**config.mk**
```make
export PLATFORM = sky130hd
export DESIGN_NAME = escape_stripping_line_splitter
export DESIGN_NICKNAME = d
export VERILOG_FILES = /design/src/esls_pkg.sv /design/src/esls_core.sv /design/src/esls_evq.sv /design/src/escape_stripping_line_splitter.sv
export SDC_FILE = /design/constraint.sdc
export NUM_CORES = 1
export LEC_CHECK = 0
export ABC_AREA = 0
export BUFFER_PORTS_ARGS = -buffer_cell sky130_fd_sc_hd__buf_4
export CAP_MARGIN = 40
export CORE_MARGIN = 10
export CORE_UTILIZATION = 50
export DETAILED_ROUTE_END_ITERATION = 7
export MAX_ROUTING_LAYER = met4
export PLACE_DENSITY = 0.83
export SYNTH_ARGS = -nofsm -noshare
export SYNTH_HDL_FRONTEND = slang
export SYNTH_SLANG_ARGS = --single-unit
```
**constraint.sdc**
```tcl
create_clock -name clk_i -period 3.8 [get_ports clk_i]
set_clock_uncertainty 0.05 [all_clocks]
set_input_delay 0.95 -clock clk_i [delete_from_list [all_inputs] [get_ports clk_i]]
set_output_delay 0.95 -clock clk_i [all_outputs]
set_load 0.02 [all_outputs]
```
**src/esls_pkg.sv**
```systemverilog
// Types and constants of the escape stripping line splitter.
`default_nettype none

package esls_pkg;

  // Default line buffer capacity downstream
  localparam int unsigned DefLineCapacity = 256;

  // Event queue depth; two events per item plus one in flight
  localparam int unsigned EvqDepth = 3;

  // Byte codes
  localparam logic [7:0] ChNul      = 8'h00;
  localparam logic [7:0] ChBel      = 8'h07;
  localparam logic [7:0] ChBs       = 8'h08;
  localparam logic [7:0] ChLf       = 8'h0A;
  localparam logic [7:0] ChCr       = 8'h0D;
  localparam logic [7:0] ChEsc      = 8'h1B;
  localparam logic [7:0] ChLBracket = 8'h5B;
  localparam logic [7:0] ChRBracket = 8'h5D;
  localparam logic [7:0] ChSt       = 8'h9C;
  localparam logic [7:0] CsiFinalLo = 8'h40;
  localparam logic [7:0] CsiFinalHi = 8'h7E;

  // Command codes
  localparam logic CmdByte  = 1'b0;
  localparam logic CmdFlush = 1'b1;

  // Event kinds
  localparam logic EvChar = 1'b0;
  localparam logic EvEnd  = 1'b1;

  // Escape parser state
  typedef enum logic [3:0] {
    ModePlain    = 4'b0001,
    ModeAfterEsc = 4'b0010,
    ModeCsi      = 4'b0100,
    ModeOsc      = 4'b1000
  } mode_e;

  // One output event
  typedef struct packed {
    logic       kind;
    logic [7:0] ch;
    logic       last;
  } ev_t;

  // Events produced by one item, handed to the queue
  typedef struct packed {
    logic [1:0] cnt;
    ev_t        ev0;
    ev_t        ev1;
  } evpush_t;

endpackage

`default_nettype wire

```
**src/esls_core.sv**
```systemverilog
// Input register, escape parser, line state and per-item event decode.
`default_nettype none

module esls_core import esls_pkg::*; #(
  parameter int unsigned LINE_CAPACITY = DefLineCapacity
) (
  input  wire logic       clk_i,
  input  wire logic       rst_ni,
  input  wire logic       in_valid_i,
  output logic            in_ready_o,
  input  wire logic       command_i,
  input  wire logic [7:0] byte_value_i,
  input  wire logic [1:0] room_i,
  output evpush_t         push_o
);

  localparam int unsigned LenW = (LINE_CAPACITY > 2) ? $clog2(LINE_CAPACITY) : 1;
  localparam logic [LenW-1:0] LenMax = LenW'(LINE_CAPACITY - 1);

  // Input register
  logic       vld_q, vld_d;
  logic       cmd_q;
  logic [7:0] byte_q;

  // Line state
  mode_e           mode_q, mode_d;
  logic            crp_q, crp_d;
  logic [LenW-1:0] len_q, len_d;

  evpush_t push;
  logic    consume;

  // Decode of the held item
  always_comb begin
    push     = '0;
    mode_d   = mode_q;
    crp_d    = crp_q;
    len_d    = len_q;
    push.ev0 = '{kind: EvEnd, ch: 8'h00, last: 1'b1};
    push.ev1 = '{kind: EvChar, ch: byte_q, last: 1'b1};
    if (cmd_q == CmdFlush) begin
      if (len_q != '0) begin
        push.cnt = 2'd1;
        len_d    = '0;
      end
      crp_d = 1'b0;
    end else begin
      unique case (mode_q)
        ModeAfterEsc: begin
          if (byte_q == ChLBracket) mode_d = ModeCsi;
          else if (byte_q == ChRBracket) mode_d = ModeOsc;
          else mode_d = ModePlain;
        end
        ModeCsi: begin
          if (byte_q >= CsiFinalLo && byte_q <= CsiFinalHi) mode_d = ModePlain;
        end
        ModeOsc: begin
          if (byte_q == ChBel || byte_q == ChSt) mode_d = ModePlain;
          else if (byte_q == ChEsc) mode_d = ModeAfterEsc;
        end
        ModePlain: begin
          if (byte_q == ChEsc) begin
            mode_d = ModeAfterEsc;
          end else if (byte_q == ChCr) begin
            if (len_q != '0) begin
              push.cnt = 2'd1;
              len_d    = '0;
            end
            crp_d = 1'b1;
          end else if (byte_q == ChLf) begin
            // CR-LF on an empty line gives no second end
            if (!(crp_q && len_q == '0)) begin
              push.cnt = 2'd1;
              len_d    = '0;
            end
            crp_d = 1'b0;
          end else begin
            crp_d = 1'b0;
            if (byte_q != ChBs && byte_q != ChNul) begin
              if (len_q >= LenMax) begin
                // full line: end first, then the character
                push.ev0.last = 1'b0;
                push.cnt      = 2'd2;
                len_d         = LenW'(1);
              end else begin
                push.ev0 = push.ev1;
                push.cnt = 2'd1;
                len_d    = len_q + LenW'(1);
              end
            end
          end
        end
        default: mode_d = ModePlain;
      endcase
    end
  end

  // Take the item once the queue has room for all its events
  assign consume    = vld_q && (push.cnt <= room_i);
  assign in_ready_o = !vld_q || consume;
  assign vld_d      = in_ready_o ? in_valid_i : vld_q;

  always_comb begin
    push_o = push;
    if (!consume) push_o.cnt = 2'd0;
  end

  // Control and state registers
  always_ff @(posedge clk_i or negedge rst_ni) begin
    if (!rst_ni) begin
      vld_q  <= 1'b0;
      mode_q <= ModePlain;
      crp_q  <= 1'b0;
      len_q  <= '0;
    end else begin
      vld_q <= vld_d;
      if (consume) begin
        mode_q <= mode_d;
        crp_q  <= crp_d;
        len_q  <= len_d;
      end
    end
  end

  // Payload capture
  always_ff @(posedge clk_i) begin
    if (in_valid_i && in_ready_o) begin
      cmd_q  <= command_i;
      byte_q <= byte_value_i;
    end
  end

endmodule

`default_nettype wire

```
**src/esls_evq.sv**
```systemverilog
// Small event queue: takes up to two events a cycle, gives one.
`default_nettype none

module esls_evq import esls_pkg::*; (
  input  wire logic       clk_i,
  input  wire logic       rst_ni,
  input  wire evpush_t    push_i,
  output logic [1:0]      room_o,
  output logic            out_valid_o,
  input  wire logic       out_ready_i,
  output logic            event_kind_o,
  output logic [7:0]      char_value_o,
  output logic            last_of_run_o
);

  localparam int unsigned CntW = $clog2(EvqDepth + 1);

  ev_t            q_q [EvqDepth];
  ev_t            q_d [EvqDepth];
  logic [CntW-1:0] cnt_q, cnt_d, base;
  logic            pop;

  assign pop  = out_valid_o && out_ready_i;
  assign base = cnt_q - CntW'(pop);

  // Shift out the head, then place new events behind what remains
  always_comb begin
    for (int i = 0; i < EvqDepth; i++) begin
      if (pop && i < EvqDepth - 1) q_d[i] = q_q[i+1];
      else q_d[i] = q_q[i];
      if (push_i.cnt != 2'd0 && base == CntW'(i)) q_d[i] = push_i.ev0;
      if (push_i.cnt == 2'd2 && base + CntW'(1) == CntW'(i)) q_d[i] = push_i.ev1;
    end
    cnt_d = base + CntW'(push_i.cnt);
  end

  always_ff @(posedge clk_i or negedge rst_ni) begin
    if (!rst_ni) cnt_q <= '0;
    else cnt_q <= cnt_d;
  end

  always_ff @(posedge clk_i) begin
    q_q <= q_d;
  end

  assign room_o        = 2'(CntW'(EvqDepth) - cnt_q);
  assign out_valid_o   = cnt_q != '0;
  assign event_kind_o  = q_q[0].kind;
  assign char_value_o  = q_q[0].ch;
  assign last_of_run_o = q_q[0].last;

endmodule

`default_nettype wire

```
**src/escape_stripping_line_splitter.sv**
```systemverilog
// Top level of the escape stripping line splitter.
//
//  channel  handshake                 payload
//  in       in_valid_i / in_ready_o   command_i, byte_value_i
//  out      out_valid_o / out_ready_i event_kind_o, char_value_o, last_of_run_o
//
// One item a cycle is taken while the event queue has room for its events; an
// item waits in the input register until the queue takes its events.
// A full line yields two events for one item; the single output port, while
// out_ready_i is high, sends one event a cycle; a three-entry queue absorbs it.
// Input ready depends only on registered state, not on out_ready_i.
// Reset clears the parser, the pending CR, the line length and the queue.
`default_nettype none

module escape_stripping_line_splitter import esls_pkg::*; #(
  parameter int unsigned LINE_CAPACITY = DefLineCapacity
) (
  input  wire logic       clk_i,
  input  wire logic       rst_ni,
  input  wire logic       in_valid_i,
  output logic            in_ready_o,
  input  wire logic       command_i,
  input  wire logic [7:0] byte_value_i,
  output logic            out_valid_o,
  input  wire logic       out_ready_i,
  output logic            event_kind_o,
  output logic [7:0]      char_value_o,
  output logic            last_of_run_o
);

  evpush_t    push;
  logic [1:0] room;

  // Parser and line state
  esls_core #(
    .LINE_CAPACITY(LINE_CAPACITY)
  ) u_core (
    .clk_i,
    .rst_ni,
    .in_valid_i,
    .in_ready_o,
    .command_i,
    .byte_value_i,
    .room_i (room),
    .push_o (push)
  );

  // Output event queue
  esls_evq u_evq (
    .clk_i,
    .rst_ni,
    .push_i (push),
    .room_o (room),
    .out_valid_o,
    .out_ready_i,
    .event_kind_o,
    .char_value_o,
    .last_of_run_o
  );

endmodule

`default_nettype wire

```
==> results of run 1 <==
[per-stage QoR]
stage | instance area (um^2) | TNS [ns]
floorplan | 3020 | 0
detailed placement | 3270 | -0.00861
finish | 3480 | 0
CTS | 3430 | 0
global placement | 3270 | 0
global route | 3480 | -0.105
[logic make-up (layout without fill, tap and decap cells)]
| kind of cell | after synthesis | in the layout | synth area share, % |
|---|---|---|---|
| AO/OA/AOI/OAI | 77 | 77 | 18.4 |
| buffers and inverters | 31 | 69 | 5.96 |
| XOR/XNOR | 5 | 5 | 1.45 |
| flip-flops | 55 | 55 | 50.0 |
| adder cells (fa/ha/maj) | 6 | 6 | 2.48 |
| AND/OR/NAND/NOR | 104 | 104 | 21.7 |
[where the power goes]
group	total [uW]	switching [uW]	internal, uW
clock	347	210	136
sequential	995	103	892
combinational	1260	719	544
[final cells by class]
class | count | area [um^2] | share of cell area [%]
Clock buffer | 5 | 68.8 | 1.98
Clock inverter | 3 | 26.3 | 0.755
Inverter | 12 | 45.0 | 1.29
Multi-Input combinational cell | 192 | 1360 | 39.1
Sequential cell | 55 | 1510 | 43.5
Tap cell | 75 | 93.8 | 2.70
Timing Repair Buffer | 49 | 372 | 10.7
[critical path, stage by stage (launching register included)]
cell	delay (ns)
edfxtp_1	0.40
buf_4	0.16
or4_4	0.48
or4_1	0.40
a21boi_1	0.16
o41a_2	0.16
ha_1	0.13
nor2b_1	0.05
o21ai_2	0.20
inv_1	0.08
nand2_2	0.09
buf_6	0.12
[flip-flops by register name (all words and copies together) (netlist names)]
register / flops
u_evq.q_q: 20
u_evq.last_of_run_o: 1
u_core.crp_q: 1
u_evq.cnt_q: 2
u_core.cmd_q: 1
u_core.vld_q: 1
u_core.byte_q: 8
u_evq.event_kind_o: 1
u_evq.char_value_o: 8
u_core.len_q: 8
u_core.mode_q: 4
[layer usage]
| layer | wire length, um | GRT usage, % | share of wire (%) | vias to the layer above |
|---|---|---|---|---|
| li1 | - | - | - | 1106 |
| met1 | 2770 | 16.2 | 44 | 1097 |
| met2 | 3060 | 21.2 | 49 | 51 |
| met3 | 321 | 3.38 | 5.1 | 9 |
| met4 | 93 | 4.59 | 1.5 | 0 |
| met5 | 0 | - | 0 | - |
[cells in the final DEF (no fill, tap or decap), drive strengths merged, types with 5 or more instances in the layout]
| master | netlist | final |
|---|---|---|
| nand3 | 5 | 5 |
| a21oi | 14 | 14 |
| edfxtp | 33 | 33 |
| nor2 | 22 | 22 |
| ha | 6 | 6 |
| nand2b | 6 | 6 |
| o21ai | 21 | 21 |
| dfrtp | 15 | 15 |
| a22o | 16 | 16 |
| dfxtp | 6 | 6 |
| nand4 | 8 | 8 |
| nor4 | 5 | 5 |
| inv | 12 | 14 |
| buf | 18 | 49 |
| nand2 | 16 | 16 |
| clkbuf | 1 | 5 |
| a31oi | 5 | 5 |
| nor2b | 11 | 11 |
[worst paths after layout]
path / from / end / cells after the start
worst max-delay path: u_core.byte_q[5] / in_ready_o / 11
worst min-delay path: rst_ni / u_core.mode_q[1] / 1
worst max register to register: u_core.byte_q[5] / u_evq.q_q[18] / 13
worst min register to register: u_evq.q_q[9] / u_evq.q_q[9] / 1
max in group asynchronous: rst_ni / u_core.mode_q[0] / 1
min in group clk_i: u_evq.q_q[9] / u_evq.q_q[9] / 1
[repair_timing]
item | CTS | global route
gates resized for setup | 2 | 8
endpoints found under the setup margin | 17 | 37
pin swaps | 1 | 4
buffers inserted | 8 | 3
endpoints found under the hold margin | 0 | 0
==> out/qor.yml, run 1 <==
global_route:
  grt_pass1_vias: 2222
  grt_pass1_wl_mm: 10.7
  grt_antenna_before_repair: 0
  grt_overflow: 0
  grt_max_degree: 20
  grt_util_all_layers_pct: 13.4
detailed_routing:
  drtPass1Iterations: 4
  vias: 2263
  ant_nets: 0
  post_drt_via_cell_ratio: 5.79
  drc: 0
  wl_mm: 6.24
  wl_per_cell_um: 16.0
  initialDrtViolationCount: 120
critical_path:
  crit_fanout: 4
  worstPathArrival_ns: 2.78
  r2r_slack_ns: 0.16
  required_ns: 2.80
  endpoint_kind: "primary output"
  worstSetupPathType: "register to primary output"
  cp-start-kind: "register"
timing:
  worstMarginPinSlew_ns: 0.512
  setup_viol_count_final: 0
  finalMaxSlewViolations: 0
  relSlewSlack_pct: 65.5
  fin_ws_ns: 0.0203
  fin_hold_ws_ns: 0.414
  finalHoldViolCount: 0
  period_minus_slack_ns: 3.78
  fin_crit_sh_pct: 99.5
  rsz0062_at_grt: "true"
  fmax_mhz: 265
floorplan:
  rows: 28
  design.die.area_um2: 9560
  start_util_pct: 51.4
  ios: 25
  die_w_um: 97.8
  core_um2: 5890
  die_h_um: 97.8
clock_tree:
  cts_root_buffer: "clkbuf_8"
  clkLatencyLatePin_ns: 0.32
  numCtsBuffers: 5
  path_clk_slew_ns: 0.11
  cts.htree.levels: 2
  cts_tree: "yes"
  ctsHoldBuffers: 0
  clkSinkCount: 55
  clk_path_buf_depth: 2
yosys:
  synth_area_um2: 3020
  yosysMostFrequentCell: "edfxtp_1"
  synthTopCellsByCount: "edfxtp_1 (33), nor2_1 (18), o21ai_0 (17)"
  avgSynthCellArea_um2: 10.9
  yosysWarnings: 0
  synth_top_cell_by_area: "edfxtp_1"
  synth_nets: 297
  seq_area_frac_synth_pct: 50.0
  synth_edf_count: 33
  ys_async_sr_fraction_pct: 29.1
  synth_area_leaders: "edfxtp_1 (33%), dfrtp_1 (12%), a22o_1 (4.6%)"
  synth_cell_types: 65
  synthDominantCellAreaShare_pct: 32.8
  synth_cells: 278
  ys.flop_type: "edfxtp_1"
  ys_seq_elements: 55
place:
  dp.final_hpwl_mm: 4.66
  place.gp.congestion: 0.910
  place_ws_ns: -0.00123
  io_buffers: 24
  dp.cells: 372
power_and_ir_drop:
  power_uw: 2600
  power.leakage_uw: 0.00139
  p_per_area_nw_per_um2: 749
  peakVddDrop_v: 0.000336
finish:
  fin_nets: 334
  num_antenna_cells: 0
  instances_no_fill: 391
  drive_gt1_share_pct: 28.8
  num-fill-cells: 490
  fin_util_pct: 59.1
  syn_to_final_growth_pct: 15.1
flow_run:
  cap_violations: 0
status:
  status: "completed"
hold_path:
  min_path_type: "input pin to async pin"
Note: power is estimated with default switching activity, not from simulation.
==> run 2, diff against run 1 <==
--- a/config.mk
+++ b/config.mk
@@ -5,7 +5,7 @@
 export SDC_FILE = /design/constraint.sdc
 export NUM_CORES = 1
 export LEC_CHECK = 0
-export ABC_AREA = 0
+export ABC_AREA = 1
 export BUFFER_PORTS_ARGS = -buffer_cell sky130_fd_sc_hd__buf_4
 export CAP_MARGIN = 40
 export CORE_MARGIN = 10
==> run 2 against run 1 <==
Against the previous run:
- die area is 10% higher
- non-clock buffer count fell by 20
- global-route usage rose by 1.0 points
- clock-buffer cell count up 1
- synthesized area grew 13%
- critical path type unchanged
- largest cell class is now multi-input gates
- highest routed layer unchanged
==> out/qor.yml, run 2 <==
finish:
  drive_gt1_share_pct: 16.3  # -12 points
  num-fill-cells: 572  # +17%
  largest_reg_flops: 20  # unchanged
  instances_no_fill: 533  # +36%
  layout_commonest_cell: "nand2_1"
  fin_util_pct: 54.7  # -4.4 points
  fin_area_um2: 3670  # +5.6%
  fin_nets: 471  # +41%
  num_antenna_cells: 0  # unchanged
  largest_register: "u_evq.q_q"
  layout_common_cells: "nand2_1 (110), inv_1 (57), nor2_1 (40), nand3_1 (39), edfxtp_1 (33)"
  syn_to_final_growth_pct: 7.62
yosys:
  synth_cell_types: 36  # -45%
  synth_area_um2: 3410  # +13%
  ys.flop_type: "edfxtp_1"
  ys_seq_elements: 55  # unchanged
  seq_area_frac_synth_pct: 44.3  # -5.7 points
  synth_cells: 437  # +57%
  avgSynthCellArea_um2: 7.81  # -28%
  yosysMostFrequentCell: "nand2_1"
  synthDominantCellAreaShare_pct: 29.0  # -3.7 points
  synth_edf_count: 33  # unchanged
  synth_nets: 456  # +54%
  yosysWarnings: 0  # unchanged
  synthTopCellsByCount: "nand2_1 (110), inv_1 (57), nor2_1 (40)"
  synth_area_leaders: "edfxtp_1 (29%), nand2_1 (12%), dfrtp_1 (11%)"
  synth_top_cell_by_area: "edfxtp_1"
  ys_async_sr_fraction_pct: 29.1  # unchanged
critical_path:
  worstSetupPathType: "register to primary output"
  r2r_end: "u_evq.char_value_o[6]"
  required_ns: 2.80  # about the same
  worstPathArrival_ns: 2.54  # -0.24 ns
  cp-start-kind: "register"
  r2r_cells: 18  # +5
  r2r_slack_ns: 0.45  # +0.29 ns
  crit_end: "in_ready_o"
  endpoint_kind: "primary output"
  setup.worst_path.start: "u_core.byte_q[2]"
  crit_fanout: 6  # +2
  r2r_start: "u_core.byte_q[2]"
power_and_ir_drop:
  power.share.switching_pct: 43.7  # +4.1 points
  combinationalPowerShare_pct: 48.4  # about the same
  power_uw: 2610  # +0.15%
  clkPwrFrac_pct: 12.2  # -1.1 points
  p_int_uw: 1470  # -6.6%
  p_seq_share_pct: 39.3  # +1.1 points
  switchingPower_uw: 1140  # +10%
  p_per_area_nw_per_um2: 710  # -5.2%
  power.leakage_uw: 0.00172  # +24%
  peakVddDrop_v: 0.000269  # -20%
floorplan:
  core_um2: 6720  # +14%
  ios: 25  # unchanged
  rows: 30  # +7.1%
  die_w_um: 103  # +5.0%
  design.die.area_um2: 10500  # +10%
  die_h_um: 103  # +5.0%
  start_util_pct: 50.8  # -0.56 points
global_route:
  grt_pass1_wl_mm: 12.0  # +12%
  grt_pass1_vias: 2705  # +22%
  grt_max_degree: 22  # +10%
  grt_util_all_layers_pct: 14.4  # +1.0 points
  grt_antenna_before_repair: 0  # unchanged
  grt_overflow: 0  # unchanged
detailed_routing:
  drc: 0  # unchanged
  initialDrtViolationCount: 158  # +32%
  drtPass1Iterations: 4  # unchanged
  wl_per_cell_um: 13.3  # -17%
  vias: 2905  # +28%
  post_drt_via_cell_ratio: 5.45  # -5.8%
  wl_mm: 7.08  # +13%
  ant_nets: 0  # unchanged
place:
  io_buffers: 24  # unchanged
  dp.final_hpwl_mm: 5.54  # +19%
  place.gp.congestion: 0.932  # +2.4%
  place_area_um2: 3590  # +9.7%
  dp.cells: 525  # +41%
timing:
  period_minus_slack_ns: 3.54  # -0.240 ns
  finalMaxSlewViolations: 0  # unchanged
  rsz0062_at_grt: "false"
  fmax_mhz: 283  # +6.8%
  setup-tns-final_ns: 0  # unchanged
  setup_viol_count_final: 0  # unchanged
  fin_crit_sh_pct: 93.1  # -6.3 points
  worstMarginPinSlew_ns: 0.399  # -0.113 ns
  finalHoldViolCount: 0  # unchanged
  relSlewSlack_pct: 73.2  # +7.6 points
clock_tree:
  numCtsBuffers: 5  # unchanged
  cts_tree: "yes"
  clkSinkCount: 55  # unchanged
  clk_path_buf_depth: 2  # unchanged
  cts_resized: 0  # -2
  cts_setup_buffers: 0  # -8
  ctsHoldBuffers: 0  # unchanged
  path_clk_slew_ns: 0.09  # -0.02 ns
  clkLatencyLatePin_ns: 0.31  # about the same
  cts.htree.levels: 2  # unchanged
  cts_root_buffer: "clkbuf_8"
status:
  status: "completed"
hold_path:
  min_path_type: "input pin to async pin"
flow_run:
  cap_violations: 0  # unchanged
## run 2: cell types whose count changed after synthesis, moves of 11 or more
cell     before  now
nor2b_1      11    0
a22o_1       16    0
inv_1        12   57
nor2_1       18   40
nand2_1      16  110
nand4_1       8   26
nand3_1       5   39
## run 2: worst min path at each step
stage	to	slack (ns)	cells after the start
after global placement	u_core.crp_q	0.43	2
after detailed placement	u_evq.event_kind_o	0.43	2
after floorplan	u_evq.q_q[0]	0.39	2
after global routing	u_core.len_q[7]	0.43	1
after CTS	u_core.len_q[7]	0.43	1
final	u_core.len_q[7]	0.43	1
## run 2: routing by layer
metal,vias to the layer above,GRT usage (%),share of wire [%]
met5,-,-,0
li1,1460,-,-
met3,14,2.35,4.6
met1,1334,16.4,45
met4,0,6.94,2.4
met2,97,24.1,48
## run 2: cell families (layout without fill, tap and decap cells)
logic type / Yosys count / in the layout / share of synthesized area [%]
fa+ha+maj: 6 / 6 / 2.20
compound gates: 34 / 34 / 5.75
buf+inv: 85 / 101 / 11.3
flops: 55 / 55 / 44.3
simple gates: 255 / 255 / 35.9
xor+xnor: 2 / 2 / 0.513
## run 2: metrics by stage
stage | setup slack (ns) | hold WS, ns
finish | 0.261 | 0.433
global route | 0.0549 | 0.430
CTS | 0.206 | 0.435
detailed placement | 0.470 | 0.433
global placement | 0.583 | 0.427
floorplan | 0.716 | 0.393
## run 2: area by class of cell
cell class	count	area (um^2)	area share, %
inverter	64	240	6.54
multi-input combinational	297	1520	41.2
clock buffer	6	72.6	1.97
timing repair buffer	29	218	5.92
clock inverter	2	16.3	0.443
sequential	55	1510	41.2
tap	80	100	2.72
## run 2: critical path, cell delays in order, from the launching register on
cell,delay (ns)
edfxtp_1,0.52
inv_2,0.13
nand2_1,0.09
nor2_1,0.30
a21oi_1,0.18
nand3_2,0.14
inv_1,0.06
ha_1,0.29
inv_1,0.04
o21bai_1,0.14
nand3_1,0.15
buf_4,0.19
## run 2: power groups by stage
stage	logic (uW)	registers (uW)	clock network [uW]
floorplan	1020	1010	0
global placement	1220	1030	0
detailed placement	1250	1040	0
CTS	1260	1030	330
global route	1430	1050	356
finish	1260	1030	319
==> run 3, diff against run 2 <==
==> constraint.sdc (replaced) <==
create_clock -name clk_i -period 3.8 [get_ports clk_i]
set_clock_uncertainty 0.05 [all_clocks]
set_input_delay 0.57 -clock clk_i [delete_from_list [all_inputs] [get_ports clk_i]]
set_output_delay 0.57 -clock clk_i [all_outputs]
set_load 0.02 [all_outputs]
==> run 3 against run 2 <==
Against the previous run:
- total power rose by 1.2%
- die area stayed put
- global-route usage fell by 0.12 points
- utilization is 0.26 points higher
- combinational power about the same
- cell count rose by 0.38%
- register-to-register slack worse by 0.02 ns
- first-iteration DRC count is 17% higher
- clock power up 4%
- sequential power is essentially flat
- critical endpoint is now u_evq.char_value_o[3]
==> out/qor.yml, run 3 (synthesis gave the netlist of run 2 again) <==
status:
  status: "completed"
finish:
  largest_reg_flops: 20  # unchanged
  layout_commonest_cell: "nand2_1"
  syn_to_final_growth_pct: 8.13
  layout_common_cells: "nand2_1 (110), inv_1 (57), nor2_1 (40), nand3_1 (39), edfxtp_1 (33)"
  drive_gt1_share_pct: 16.9  # +0.59 points
  fin_nets: 473  # +0.42%
  fin_util_pct: 55.0  # +0.26 points
  largest_register: "u_evq.q_q"
  num-fill-cells: 614  # +7.3%
  num_antenna_cells: 0  # unchanged
critical_path:
  worst_path_max_delay_cell: "edfxtp_1"
  slowest_delay_ns: 0.54  # +0.02 ns
  cp-start-kind: "register"
  worstSetupPathType: "register to register"
  cp_cell_sequence: "nor2_1, nand2_1, o21ai_0, nand2_1, nand2_1, nand2_1, a21boi_0, ha_1, o21bai_1, nand2_1, nand2_1, inv_1, nand2_1, a21oi_2, buf_4, nand4_1, nand3_1, nand2_1"
  r2r_cells: 18  # unchanged
  r2r_slack_ns: 0.43  # -0.02 ns
  endpoint_kind: "register"
  worstPathArrival_ns: 3.39  # +0.85 ns
  r2r_end: "u_evq.char_value_o[3]"
  crit_fanout: 17  # +11
  crit_buf_inv: 2  # -2
  cpLargestDelayFamily: "simple AND/OR/NAND/NOR gates"
  crit_top_cell: "nand2_1"
  r2r_start: "u_core.byte_q[0]"
  required_ns: 3.82  # +1.02 ns
global_route:
  grt_util_all_layers_pct: 14.2  # -0.12 points
  grt_antenna_before_repair: 0  # unchanged
  grt_pass1_wl_mm: 11.9  # -0.46%
  grt_pass1_vias: 2684  # -0.78%
  grt_overflow: 0  # unchanged
  grt_max_degree: 22  # unchanged
clock_tree:
  cts_resized: 0  # unchanged
  clkSinkCount: 55  # unchanged
  cts.htree.levels: 2  # unchanged
  path_clk_slew_ns: 0.10  # about the same
  clkLatencyLatePin_ns: 0.31  # about the same
  cts_root_buffer: "clkbuf_8"
  cts_setup_buffers: 0  # unchanged
  clk_path_buf_depth: 2  # unchanged
  ctsHoldBuffers: 0  # unchanged
  numCtsBuffers: 5  # unchanged
  cts_tree: "yes"
floorplan:
  ios: 25  # unchanged
  core_um2: 6720  # unchanged
  die_h_um: 103  # unchanged
  rows: 30  # unchanged
  start_util_pct: 50.8  # unchanged
  die_w_um: 103  # unchanged
  design.die.area_um2: 10500  # unchanged
timing:
  fin_crit_sh_pct: 88.6  # -4.5 points
  setup_viol_count_final: 0  # unchanged
  relSlewSlack_pct: 73.4  # +0.22 points
  setup-tns-final_ns: 0  # unchanged
  fin_hold_ws_ns: 0.0476  # -0.385 ns
  period_minus_slack_ns: 3.37  # -0.171 ns
  worstMarginPinSlew_ns: 0.396  # -0.00329 ns
  rsz0062_at_grt: "false"
  finalHoldViolCount: 0  # unchanged
  finalMaxSlewViolations: 0  # unchanged
  fmax_mhz: 297  # +5.1%
detailed_routing:
  post_drt_via_cell_ratio: 5.43  # -0.41%
  drc: 0  # unchanged
  ant_nets: 0  # unchanged
  wl_per_cell_um: 13.4  # +0.98%
  initialDrtViolationCount: 185  # +17%
  vias: 2904  # -0.034%
  drtPass1Iterations: 6  # +2
  wl_mm: 7.17  # +1.4%
power_and_ir_drop:
  peakVddDrop_v: 0.000287  # +6.7%
  power.leakage_uw: 0.00174  # +0.93%
  p_per_area_nw_per_um2: 715  # +0.70%
place:
  dp.final_hpwl_mm: 5.62  # +1.4%
  io_buffers: 24  # unchanged
  place.gp.congestion: 0.913  # -2.1%
hold_path:
  min_path_type: "input pin to async pin"
flow_run:
  cap_violations: 0  # unchanged
## run 3: per-layer routing
metal	track usage, %	vias up	wire, um
met2	24.3	114	3470
li1	-	1458	-
met3	2.08	9	427
met4	4.66	0	90
met1	16.9	1323	3190
met5	-	-	0
## run 3: final cells by class
type | count | area (um^2) | area share, %
multi-input cells | 297 | 1520 | 41.0
well taps | 80 | 100 | 2.71
inverters | 64 | 240 | 6.51
clock inverters | 3 | 22.5 | 0.610
flip-flops and latches | 55 | 1510 | 41.0
clock buffers | 5 | 68.8 | 1.86
repair buffers | 31 | 233 | 6.30
## run 3: stage by stage
step / setup slack, ns / power, uW / area [um^2] / std cells
6_report: 0.432 / 2640 / 3690 / 535
5_1_grt: 0.0166 / 2850 / 3690 / 535
2_1_floorplan: 0.840 / 2030 / 3410 / 437
3_3_place_gp: 0.625 / 2270 / 3600 / 527
4_1_cts: 0.464 / 2640 / 3690 / 535
3_5_place_dp: 0.468 / 2310 / 3600 / 527
## run 3: worst reg2reg max path: cells and delay by family (launching register included)
kind / cells / cell delay, ns
compound gates: 4 / 0.87
fa+ha+maj: 1 / 0.20
buf+inv: 2 / 0.35
flops: 1 / 0.54
simple gates: 11 / 1.14
## run 3: worst max path at each step
| stage | from | end | slack (ns) | cells past startpoint |
|---|---|---|---|---|
| final | u_core.byte_q[0] | u_evq.char_value_o[3] | 0.43 | 18 |
| after global routing | u_core.byte_q[1] | u_evq.char_value_o[2] | 0.02 | 18 |
| after CTS | u_core.byte_q[1] | u_evq.char_value_o[3] | 0.46 | 14 |
| after detailed placement | u_core.len_q[1] | u_evq.char_value_o[3] | 0.47 | 16 |
| after global placement | u_core.byte_q[2] | u_evq.char_value_o[5] | 0.63 | 14 |
| after floorplan | u_core.byte_q[1] | u_evq.char_value_o[0] | 0.84 | 16 |
## run 3: power by group
part	internal (uW)	leakage [uW]	switching [uW]
sequential	912	0.000561	117
clock	133	0.0000485	199
combinational	431	0.00113	847
total	1480	0.00174	1160
